**config.mk**
```make
export PLATFORM = sky130hd
export DESIGN_NAME = lzd_packer
export DESIGN_NICKNAME = d
export VERILOG_FILES = /design/src/hdl/lzd_pkg.sv /design/src/hdl/lzd_packer.sv
export SDC_FILE = /design/constraint.sdc
export NUM_CORES = 1
export LEC_CHECK = 0
export ABC_AREA = 0
export BUFFER_PORTS_ARGS = -buffer_cell sky130_fd_sc_hd__buf_2
export CAP_MARGIN = 25
export CORE_ASPECT_RATIO = 1.2
export CORE_UTILIZATION = 49
export CTS_BUF_LIST = sky130_fd_sc_hd__clkbuf_16
export DETAILED_ROUTE_END_ITERATION = 8
export GPL_ROUTABILITY_DRIVEN = 0
export PLACE_DENSITY = 0.72
export REMOVE_ABC_BUFFERS = 1
export SYNTH_ARGS = -nofsm -noshare
export SYNTH_HDL_FRONTEND = slang
export SYNTH_SLANG_ARGS = --single-unit
```
**constraint.sdc**
```tcl
create_clock -name clock -period 2.5 [get_ports clock]
set_input_delay 0.5 -clock clock [delete_from_list [all_inputs] [get_ports clock]]
set_output_delay 0.5 -clock clock [all_outputs]
set_load 0.02 [all_outputs]
```
**src/hdl/lzd_pkg.sv**
```systemverilog
// Shared types and constants of the LZ77 token stream decompressor.
// No dependencies; imported by lzd_packer and the top level.
package lzd_pkg;

   localparam int WINDOW_DEPTH_DEF = 32768;
   localparam int LANES_DEF        = 8;
   localparam int MATCH_TOKEN_BITS = 24;
   localparam int DIST_BITS        = 15;
   localparam int RUN_BITS         = 5;
   localparam int MIN_MATCH        = 3;
   localparam int LANE_PORTS       = 8;

   typedef enum logic [1:0] {
      ST_IDLE,
      ST_DECODE,
      ST_COPY,
      ST_FLUSH
   } lzd_state_type;

   // Packer commands: push one decoded byte, or close the item.
   typedef struct packed {
      logic       push;
      logic       flush;
      logic [7:0] data;
   } lzd_pack_req_type;

   typedef struct packed {
      logic can_push;
      logic out_free;
      logic empty;
   } lzd_pack_st_type;

endpackage

```
**src/hdl/lzd_packer.sv**
```systemverilog
// Packs decoded bytes into result items of up to LANES bytes and holds the output register.
// Depends on lzd_pkg for the command and status structs.
module lzd_packer #(
   parameter int LANES = lzd_pkg::LANES_DEF
) (
   input  logic                     clock,
   input  logic                     reset,
   input  lzd_pkg::lzd_pack_req_type pk_req,
   output lzd_pkg::lzd_pack_st_type  pk_st,
   output logic                     rsp_valid,
   input  logic                     rsp_stall,
   output logic [7:0]               rsp_lane0,
   output logic [7:0]               rsp_lane1,
   output logic [7:0]               rsp_lane2,
   output logic [7:0]               rsp_lane3,
   output logic [7:0]               rsp_lane4,
   output logic [7:0]               rsp_lane5,
   output logic [7:0]               rsp_lane6,
   output logic [7:0]               rsp_lane7,
   output logic [3:0]               rsp_byte_count,
   output logic                     rsp_last_of_item
);
   import lzd_pkg::*;

   localparam int CW = $clog2(LANES + 1);

   logic [7:0]    pack_ff [LANES];
   logic [CW-1:0] cnt_ff;
   logic          out_vld_ff;
   logic [7:0]    lane_ff [LANE_PORTS];
   logic [3:0]    count_ff;
   logic          last_ff;
   logic [7:0]    wide [LANE_PORTS];
   logic          full;
   logic          out_free;
   logic          load;

   assign full     = (cnt_ff == CW'(LANES));
   assign out_free = !out_vld_ff || !rsp_stall;
   // Move the pack out when a byte arrives at a full pack or the item closes.
   assign load     = (pk_req.push && full) || pk_req.flush;

   assign pk_st.can_push = !full || out_free;
   assign pk_st.out_free = out_free;
   assign pk_st.empty    = (cnt_ff == '0);

   always_comb begin
      for (int i = 0; i < LANE_PORTS; i++) begin
         wide[i] = 8'd0;
      end
      for (int i = 0; i < LANES; i++) begin
         if (CW'(i) < cnt_ff) begin
            wide[i] = pack_ff[i];
         end
      end
   end

   always_ff @(posedge clock) begin
      if (reset) begin
         out_vld_ff <= 1'b0;
         cnt_ff     <= '0;
      end else begin
         if (load) begin
            out_vld_ff <= 1'b1;
         end else if (!rsp_stall) begin
            out_vld_ff <= 1'b0;
         end
         if (pk_req.flush) begin
            cnt_ff <= '0;
         end else if (pk_req.push) begin
            cnt_ff <= full ? CW'(1) : cnt_ff + CW'(1);
         end
      end
   end

   always_ff @(posedge clock) begin
      if (load) begin
         for (int i = 0; i < LANE_PORTS; i++) begin
            lane_ff[i] <= wide[i];
         end
         count_ff <= 4'(cnt_ff);
         last_ff  <= pk_req.flush;
      end
      if (pk_req.push) begin
         if (full) begin
            pack_ff[0] <= pk_req.data;
         end else begin
            for (int i = 0; i < LANES; i++) begin
               if (CW'(i) == cnt_ff) begin
                  pack_ff[i] <= pk_req.data;
               end
            end
         end
      end
   end

   assign rsp_valid        = out_vld_ff;
   assign rsp_lane0        = lane_ff[0];
   assign rsp_lane1        = lane_ff[1];
   assign rsp_lane2        = lane_ff[2];
   assign rsp_lane3        = lane_ff[3];
   assign rsp_lane4        = lane_ff[4];
   assign rsp_lane5        = lane_ff[5];
   assign rsp_lane6        = lane_ff[6];
   assign rsp_lane7        = lane_ff[7];
   assign rsp_byte_count   = count_ff;
   assign rsp_last_of_item = last_ff;

endmodule

```
# --- Word level (Yosys, flattened, before mapping) ---
# Memory sizes are Yosys's and may differ from the RTL's.
# Index checks and enable logic that the tools add are counted.
totals:
  ff_bits: 10
  ramBits: 128
  out_inout_bits: 73
  memories: 2
mem_list:
  columns: ["memory", "depth", "width", "rd", "rd_clocked_by_memory_dff", "write_ports", "line", "source"]
  rows:
  - ["lane_ff", 8, 8, 8, 0, 8, "lzd_packer.sv:30", "logic [7:0] lane_ff [LANE_PORTS];"]
  - ["pack_ff", 8, 8, 8, 0, 1, "lzd_packer.sv:27", "logic [7:0] pack_ff [LANES];"]
op_classes:
  addsub: 1
  magnitude_cmp: 8
  n_eq_ne: 9
  n_mux: 70
  bitwise: 1
  n_reduce_logical: 16
op_table:
  columns: ["cell", "n"]
  rows:
  - ["8-bit 2-to-1 mux", 16]
  - ["8-bit OR reduction", 7]
  - ["1-bit 2-to-1 mux", 46]
  - ["3-bit 2-to-1 mux", 7]
  - ["3-bit by 4-bit == test with 1-bit output, first input constant", 4]
  - ["3-bit by 4-bit less-than comparator with 1-bit output, first input constant", 4]
  - ["2-bit by 4-bit == test with 1-bit output, first input constant", 2]
  - ["1-bit by 4-bit less-than comparator with 1-bit output, first input constant", 2]
  - ["2-bit by 4-bit less-than comparator with 1-bit output, first input constant", 2]
  - ["4-bit by 1-bit adder with 4-bit output, second input constant", 1]
  - ["1-bit by 4-bit == test with 1-bit output, first input constant", 1]
  - ["4-bit == test, second input constant", 1]
  - ["4-bit logical NOT", 1]
  - ["4-bit 2-to-1 mux", 1]
  - ["1-bit logical NOT", 3]
  - ["1-bit logical OR", 3]
  - ["2-bit by 1-bit inequality test with 1-bit output, second input constant", 1]
  - ["2-bit OR reduction", 1]
  - ["1-bit logical AND", 1]
  - ["1-bit bitwise OR", 1]

# --- Depth between registers and ports, before layout ---
# Gate-level depths: netlist of run 1.
depth:
  word_depth: 13
  depth_mapped: 5
  ltp_nobuf: 5

# --- Worst setup path before layout of run 1 ---
# No wires, ideal clock.
synth_timing:
  kind: "register to register"
  start: "reg cnt_ff[0]"
  end: "mem lane_ff[0][0] (enable)"
  setup_ns: 0.423
  t_arrival_ns: 2.259
  t_required_ns: 2.077
  setup_slack_ns: -0.182
  stages_incl_launch_ff: 6
  path_buffers: 0
  synth_period_minus_slack_ns: 2.682
  path_cell_list: "dfxtp_1 > inv_1 > ha_1 > and3b_1 > a21oi_1 > inv_1"
synth_lines:
  columns: ["item", "line", "source"]
  rows:
  - ["start: declaration", "lzd_packer.sv:28", "logic [CW-1:0] cnt_ff;"]
  - ["start signal: assignment", "lzd_packer.sv:71", "cnt_ff <= full ? CW'(1) : cnt_ff + CW'(1);"]
  - ["end: declaration", "lzd_packer.sv:30", null]

==> impl_metrics.sql, run 1 <==
INSERT INTO impl_metrics (metric_group, metric, value, unit) VALUES
('global_route', 'global_route.usage.total', '0.177', ''),
('synth', 'synth_seq_cells', '138', ''),
('setup_path', 'critPathTopFamily', 'buffers and inverters', ''),
('synth', 'synthDominantCellAreaShare', '0.829', ''),
('power_and_ir_drop', 'static-leakage-power', '2.34', 'nW'),
('synth', 'synth.top_cells.by_count', 'sky130_fd_sc_hd__edfxtp_1 (133), sky130_fd_sc_hd__nor2b_1 (55), sky130_fd_sc_hd__and2_1 (8)', ''),
('clock_network', 'cts.root.buffer_cell', 'sky130_fd_sc_hd__clkbuf_16', ''),
('placement', 'hpwlAfterDp', '5.17', 'mm'),
('clock_network', 'post-cts-setup-buffers', '0', ''),
('placement', 'io_buffers', '85', ''),
('setup_path', 'cp_slowest_cell', 'sky130_fd_sc_hd__dfxtp_1', ''),
('routing', 'first_iter_violations', '169', ''),
('global_route', 'total_gr_overflow', '0', ''),
('global_route', 'grt_antenna_before_repair', '0', ''),
('global_route', 'first_pass_grt_wire_length', '12.5', 'mm'),
('setup_path', 'critPathRequiredTime', '2000', 'ps'),
('setup_path', 'reg2reg_to', 'lane_ff[0][22]', ''),
('routing', 'antenna_violating_nets_post_route', '0', ''),
('power_and_ir_drop', 'ir_worst_vdd', '0.483', 'mV'),
('cells_and_area', 'area.sequential', '4090', 'um2'),
('floorplanning', 'die_outline_area', '10200', 'um2'),
('job', 'drv.max_cap_violation_count', '0', ''),
('setup_path', 'setup.worst_path.end_class', 'primary output', ''),
('setup_path', 'cp-startpoint', 'cnt_ff[0]', ''),
('synth', 'yosysWarnings', '0', ''),
('floorplanning', 'floorplan.core_area', '9520', 'um2'),
('setup_path', 'r2r_cells', '6', ''),
('setup_path', 'crit_path_max_incr_delay', '460', 'ps'),
('synth', 'yosysMostFrequentCell', 'sky130_fd_sc_hd__edfxtp_1', ''),
('routing', 'drt-pass1-iter-count', '4', ''),
('synth', 'synth-main-ff-cell', 'sky130_fd_sc_hd__edfxtp_1', ''),
('sta', 'fmax', '434', 'MHz'),
('sta', 'period_share', '0.921', ''),
('synth', 'synth.largest_area_cell', 'sky130_fd_sc_hd__edfxtp_1', ''),
('clock_network', 'clock_pin_slew_on_the_worst_setup_and_hold_paths', '50', 'ps'),
('setup_path', 'timing.critical_path.arrival', '1800', 'ps'),
('floorplanning', 'floorplan.die.height', '111', 'um'),
('setup_path', 'worstReg2RegStart', 'cnt_ff[0]', ''),
('setup_path', 'crit_path_frequent_cell', 'sky130_fd_sc_hd__inv_1', ''),
('sta', 'worst-slew-pin-transition', '646', 'ps'),
('clock_network', 'cts_tree', 'yes', ''),
('routing', 'route.vias.total', '2410', ''),
('setup_path', 'launching_element_type_of_the_critical_path', 'flop', ''),
('sta', 'hold_violations', '0', ''),
('power_and_ir_drop', 'power_density', '894', 'nW/um2'),
('worst_hold_path', 'timing.hold.worst.class', 'in -> reg', ''),
('setup_path', 'critical_path.n_buffers_inverters', '4', ''),
('cells_and_area', 'final_design_area_no_fill', '6080', 'um2'),
('placement', 'dpl_worst_slack', '294', 'ps'),
('sta', 'rsz0062_at_grt', 'no', ''),
('synth', 'syn_area_per_cell', '19.0', 'um2'),
('clock_network', 'cts_hold_buf', '0', ''),
('status', 'run_status', 'completed', ''),
('floorplanning', 'chipWidth', '92.5', 'um'),
('synth', 'yosys-top-cells-area', 'sky130_fd_sc_hd__edfxtp_1 (83%), sky130_fd_sc_hd__nor2b_1 (7.1%), sky130_fd_sc_hd__dfxtp_1 (2.1%)', ''),
('setup_path', 'ff2ff_setup_slack', '250', 'ps'),
('routing', 'route.detailed.wl_per_inst', '16.6', 'um'),
('floorplanning', 'io_count', '86', ''),
('clock_network', 'clock_tree.htree_level_count', '4', ''),
('clock_network', 'number_of_buffers_created_by_cts', '17', ''),
('routing', 'finalWirelength', '8.26', 'mm'),
('clock_network', 'clock_sinks', '138', ''),
('sta', 'setup_ws', '197', 'ps'),
('cells_and_area', 'area_growth_syn_to_layout', '26.2', '%'),
('cells_and_area', 'antenna_cells', '0', ''),
('setup_path', 'timing.critical_path.cells', 'inv_1 > ha_1 > inv_1 > nor3_2 > buf_4 > buf_2', ''),
('setup_path', 'timing.critical_path.depth', '6', ''),
('sta', 'total_count_of_max_transition_violations_in_the_final_report', '0', ''),
('sta', 'clock-skew-final', '4.40', 'ps'),
('sta', 'worst_slew_margin_rel', '0.568', ''),
('synth', 'count_of_mapped_cells_out_of_synthesis', '254', '');
[kinds of logic (layout without fill, tap and decap cells)]
| kind of cell | after synthesis | after routing | synth area share |
|---|---|---|---|
| flip-flops | 138 | 138 | 0.850 |
| AND/OR/NAND/NOR | 91 | 91 | 0.115 |
| AO/OA/AOI/OAI | 9 | 9 | 0.0101 |
| buffers and inverters | 9 | 129 | 0.00909 |
| adder cells (fa/ha/maj) | 4 | 4 | 0.0104 |
| multiplexers | 3 | 3 | 0.00623 |
[stage by stage]
stage	std cells	hold WS, ps	util	TNS, ps	power, W
after floorplan	249	501	-	-17970	0.00276
after global placement	466	505	0.573	0	0.00285
after detailed placement	466	481	0.573	0	0.00286
after CTS	497	278	0.639	0	0.00547
after global routing	497	303	0.639	0	0.00558
final	497	289	0.639	0	0.00543
[how the worst min path moves through the flow]
stage                         startpoint              to  slack, ps  depth (start not counted)
final                              reset       rsp_valid        290                          2
after global routing               reset       rsp_valid        300                          2
after CTS                          reset       rsp_valid        280                          2
after detailed placement       rsp_valid       rsp_valid        480                          2
after global placement    pack_ff[1][30]  lane_ff[1][30]        500                          1
after floorplan           pack_ff[1][11]  lane_ff[1][11]        500                          1
[registers in the layout (all words and copies together) (netlist names)]
register,count
lane_ff,64
pack_ff,64
cnt_ff,4
rsp_byte_count,4
rsp_last_of_item,1
rsp_valid,1
[placed cells by master (no fill, tap or decap), types with 6 or more instances in the layout]
cell                          n
sky130_fd_sc_hd__and2_1       8
sky130_fd_sc_hd__buf_4        8
sky130_fd_sc_hd__edfxtp_1   133
sky130_fd_sc_hd__nor2b_1     55
sky130_fd_sc_hd__buf_2       85
sky130_fd_sc_hd__clkbuf_16   17
sky130_fd_sc_hd__nand2_1      6
[layer usage]
metal / part of all wire / up-vias / GRT usage
li1: - / 1146 / -
met1: 0.39 / 1164 / 0.206
met2: 0.52 / 84 / 0.288
met3: 0.054 / 16 / 0.0523
met4: 0.026 / 0 / 0.105
met5: 0 / - / 0
[power breakdown]
part	switching [W]	leakage [nW]	internal (W)
sequential	0.0000177	1.33	0.00259
combinational	0.000144	0.687	0.0000534
clock	0.000875	0.317	0.00175
[final cells by class]
class                      instances  share of cell area
multi-input combinational        107               0.112
clock buffer                      17              0.0700
tap                              123              0.0253
sequential                       138               0.673
inverter                           4             0.00247
timing repair buffer              94              0.0831
clock inverter                    14              0.0338
No activity file was read; power rests on OpenSTA's default activity.
==> run 2, diff against run 1 <==
--- a/config.mk
+++ b/config.mk
@@ -8,8 +8,10 @@
 export ABC_AREA = 0
 export BUFFER_PORTS_ARGS = -buffer_cell sky130_fd_sc_hd__buf_2
 export CAP_MARGIN = 25
+export CELL_PAD_IN_SITES_DETAIL_PLACEMENT = 0
+export CELL_PAD_IN_SITES_GLOBAL_PLACEMENT = 2
 export CORE_ASPECT_RATIO = 1.2
-export CORE_UTILIZATION = 49
+export CORE_UTILIZATION = 36
 export CTS_BUF_LIST = sky130_fd_sc_hd__clkbuf_16
 export DETAILED_ROUTE_END_ITERATION = 8
 export GPL_ROUTABILITY_DRIVEN = 0
==> impl_metrics.sql, run 2 (synthesis results as in run 1) <==
INSERT INTO impl_metrics (metric_group, metric, value, unit) VALUES
('routing', 'antenna_violating_nets_post_route', '0', ''),
('cells_and_area', 'final_cell_mix', 'sky130_fd_sc_hd__edfxtp_1 (133), sky130_fd_sc_hd__buf_2 (85), sky130_fd_sc_hd__nor2b_1 (55), sky130_fd_sc_hd__clkbuf_16 (17), sky130_fd_sc_hd__and2_1 (8)', ''),
('setup_path', 'crit_path_max_incr_delay', '370', 'ps'),
('routing', 'viasPerCell', '4.42', ''),
('cells_and_area', 'fill_cells', '1145', ''),
('power_and_ir_drop', 'sequential_group_share_of_total_power', '0.490', ''),
('setup_path', 'timing.critical_path.arrival', '1780', 'ps'),
('global_route', 'grt_max_degree', '70', ''),
('floorplanning', 'floorplan.core_area', '12800', 'um2'),
('power_and_ir_drop', 'p_int', '0.00429', 'W'),
('power_and_ir_drop', 'ir_worst_vdd', '0.329', 'mV'),
('power_and_ir_drop', 'clock_network_fraction_of_design_power', '0.473', ''),
('global_route', 'groute.layer.met3.usage', '0.0400', ''),
('power_and_ir_drop', 'share_comb_of_total_power', '0.037', ''),
('sta', 'rsz0062_at_grt', 'no', ''),
('cells_and_area', 'final-instance-count-excl-fill', '536', ''),
('cells_and_area', 'nNetsFinal', '376', ''),
('sta', 'total_count_of_max_transition_violations_in_the_final_report', '0', ''),
('sta', 'final.setup.tns', '0', 'ps'),
('global_route', 'busiest_layer_in_global_routing', 'met2', ''),
('setup_path', 'critPathTopFamily', 'buffers and inverters', ''),
('cells_and_area', 'antenna_cells', '0', ''),
('clock_network', 'number_of_buffers_created_by_cts', '17', ''),
('setup_path', 'setup.worst_path.end_class', 'primary output', ''),
('setup_path', 'critical_path.n_buffers_inverters', '3', ''),
('floorplanning', 'initial_core_util', '0.375', ''),
('cells_and_area', 'final_layout_size_suffix_gt1_frac', '0.336', ''),
('setup_path', 'criticalPathCategory', 'reg -> out', ''),
('routing', 'finalWirelength', '8.49', 'mm'),
('global_route', 'global_route.usage.total', '0.133', ''),
('setup_path', 'cp_slowest_cell', 'sky130_fd_sc_hd__dfxtp_1', ''),
('status', 'run_status', 'completed', ''),
('global_route', 'grt_pass1_vias', '2403', ''),
('clock_network', 'clock_tree.htree_level_count', '4', ''),
('cells_and_area', 'layout.cells.most_common', 'sky130_fd_sc_hd__edfxtp_1', ''),
('sta', 'worst-slew-pin-transition', '648', 'ps'),
('sta', 'hold_violations', '0', ''),
('power_and_ir_drop', 'static-leakage-power', '2.30', 'nW'),
('global_route', 'total_gr_overflow', '0', ''),
('cells_and_area', 'biggestRegsByFlops', 'lane_ff x64, pack_ff x64', ''),
('sta', 'setup-violations-final', '0', ''),
('placement', 'hpwlAfterDp', '5.61', 'mm'),
('floorplanning', 'chipWidth', '108', 'um'),
('placement', 'dpl_worst_slack', '462', 'ps'),
('sta', 'setup_ws', '221', 'ps'),
('placement', 'io_buffers', '85', ''),
('cells_and_area', 'area_growth_syn_to_layout', '26.4', '%'),
('clock_network', 'cts.root.buffer_cell', 'sky130_fd_sc_hd__clkbuf_16', ''),
('sta', 'fmax', '439', 'MHz'),
('clock_network', 'cts_tree', 'yes', ''),
('power_and_ir_drop', 'power_density', '874', 'nW/um2'),
('setup_path', 'launching_element_type_of_the_critical_path', 'flop', ''),
('job', 'drv.max_cap_violation_count', '0', ''),
('global_route', 'first_pass_grt_wire_length', '12.8', 'mm'),
('sta', 'fin_crit', '2280', 'ps'),
('floorplanning', 'floorplan.die.height', '129', 'um'),
('sta', 'timing.hold.ws', '292', 'ps'),
('routing', 'drt-pass1-iter-count', '4', ''),
('floorplanning', 'rows', '45', ''),
('floorplanning', 'io_count', '86', ''),
('clock_network', 'worst_skew_pair_later_pin_latency', '410', 'ps'),
('clock_network', 'clock_sinks', '138', ''),
('routing', 'drcViolationCount', '0', ''),
('global_route', 'gr-usage-met1', '0.153', ''),
('global_route', 'groute.layer.met2.usage', '0.219', ''),
('routing', 'route.detailed.wl_per_inst', '15.8', 'um'),
('sta', 'worst_slew_margin_rel', '0.566', ''),
('routing', 'first_iter_violations', '120', ''),
('placement', 'placed_cells_incl_taps', '504', ''),
('global_route', 'grt_antenna_before_repair', '0', ''),
('sta', 'clock-skew-final', '5.95', 'ps'),
('power_and_ir_drop', 'total_power', '0.00533', 'W'),
('worst_hold_path', 'timing.hold.worst.class', 'in -> reg', ''),
('setup_path', 'crit_path_frequent_cell', 'sky130_fd_sc_hd__inv_1', ''),
('setup_path', 'critPathMaxFanout', '9', ''),
('power_and_ir_drop', 'sw_frac_of_total', '0.194', ''),
('power_and_ir_drop', 'power.net_switching', '0.00103', 'W'),
('setup_path', 'timing.critical_path.cells', 'inv_1 > ha_1 > inv_1 > nor3_4 > buf_2', ''),
('clock_network', 'clock_pin_slew_on_the_worst_setup_and_hold_paths', '60', 'ps'),
('setup_path', 'critPathRequiredTime', '2000', 'ps'),
('clock_network', 'cts_hold_buf', '0', ''),
('sta', 'period_share', '0.911', ''),
('clock_network', 'clockBufferDepth', '2', ''),
('floorplanning', 'die_outline_area', '13900', 'um2'),
('routing', 'route.vias.total', '2368', '');
## run 2: what timing repair did
action	4_1_cts	5_1_grt
gates resized for setup	0	1
endpoints found under the setup margin	0	1
buffers inserted	0	0
## run 2: power by group through the flow
stage          Clock [W]  Sequential [W]  Combinational [W]
2_1_floorplan          0         0.00272          0.0000395
3_3_place_gp           0         0.00266           0.000198
3_5_place_dp           0         0.00266           0.000201
4_1_cts          0.00257         0.00261           0.000201
5_1_grt          0.00266         0.00262           0.000210
6_report         0.00252         0.00261           0.000197
## run 2: final cells by class
type / count / area, um2 / share of cell area
Tap cell: 164 / 205 / 0.0337
Multi-Input combinational cell: 107 / 687 / 0.113
Sequential cell: 138 / 4090 / 0.672
Inverter: 4 / 15.0 / 0.00247
Timing Repair Buffer: 91 / 483 / 0.0793
Clock buffer: 17 / 425 / 0.0698
Clock inverter: 15 / 181 / 0.0298
## run 2: metal layers
layer,up-vias,routed length (um),part of all wire
met4,0,209,0.025
met1,1144,3520,0.41
met3,16,434,0.051
li1,1142,-,-
met5,-,0,0
met2,66,4330,0.51
## run 2: worst reg2reg max path, cell delays in order, from the launching register on
cell and delay, ps:
sky130_fd_sc_hd__dfxtp_1 530, sky130_fd_sc_hd__inv_1 80, sky130_fd_sc_hd__ha_1 230, sky130_fd_sc_hd__and3b_1 220, sky130_fd_sc_hd__a21oi_1 240, sky130_fd_sc_hd__inv_2 70, sky130_fd_sc_hd__buf_12 190
## run 2: through the flow
step | util | area [um2]
2_1_floorplan | - | 4790
3_3_place_gp | 0.427 | 5480
3_5_place_dp | 0.427 | 5480
4_1_cts | 0.474 | 6080
5_1_grt | 0.474 | 6090
6_report | 0.474 | 6090
## run 2: path summary, 6_finish.rpt
kind | from | end | slack [ps] | depth (start not counted)
setup / recovery | cnt_ff[0] | pk_st[0] | 220 | 5
hold / removal | reset | rsp_valid | 290 | 2
setup reg to reg | cnt_ff[1] | lane_ff[0][19] | 580 | 6
hold reg to reg | rsp_valid | rsp_valid | 500 | 2
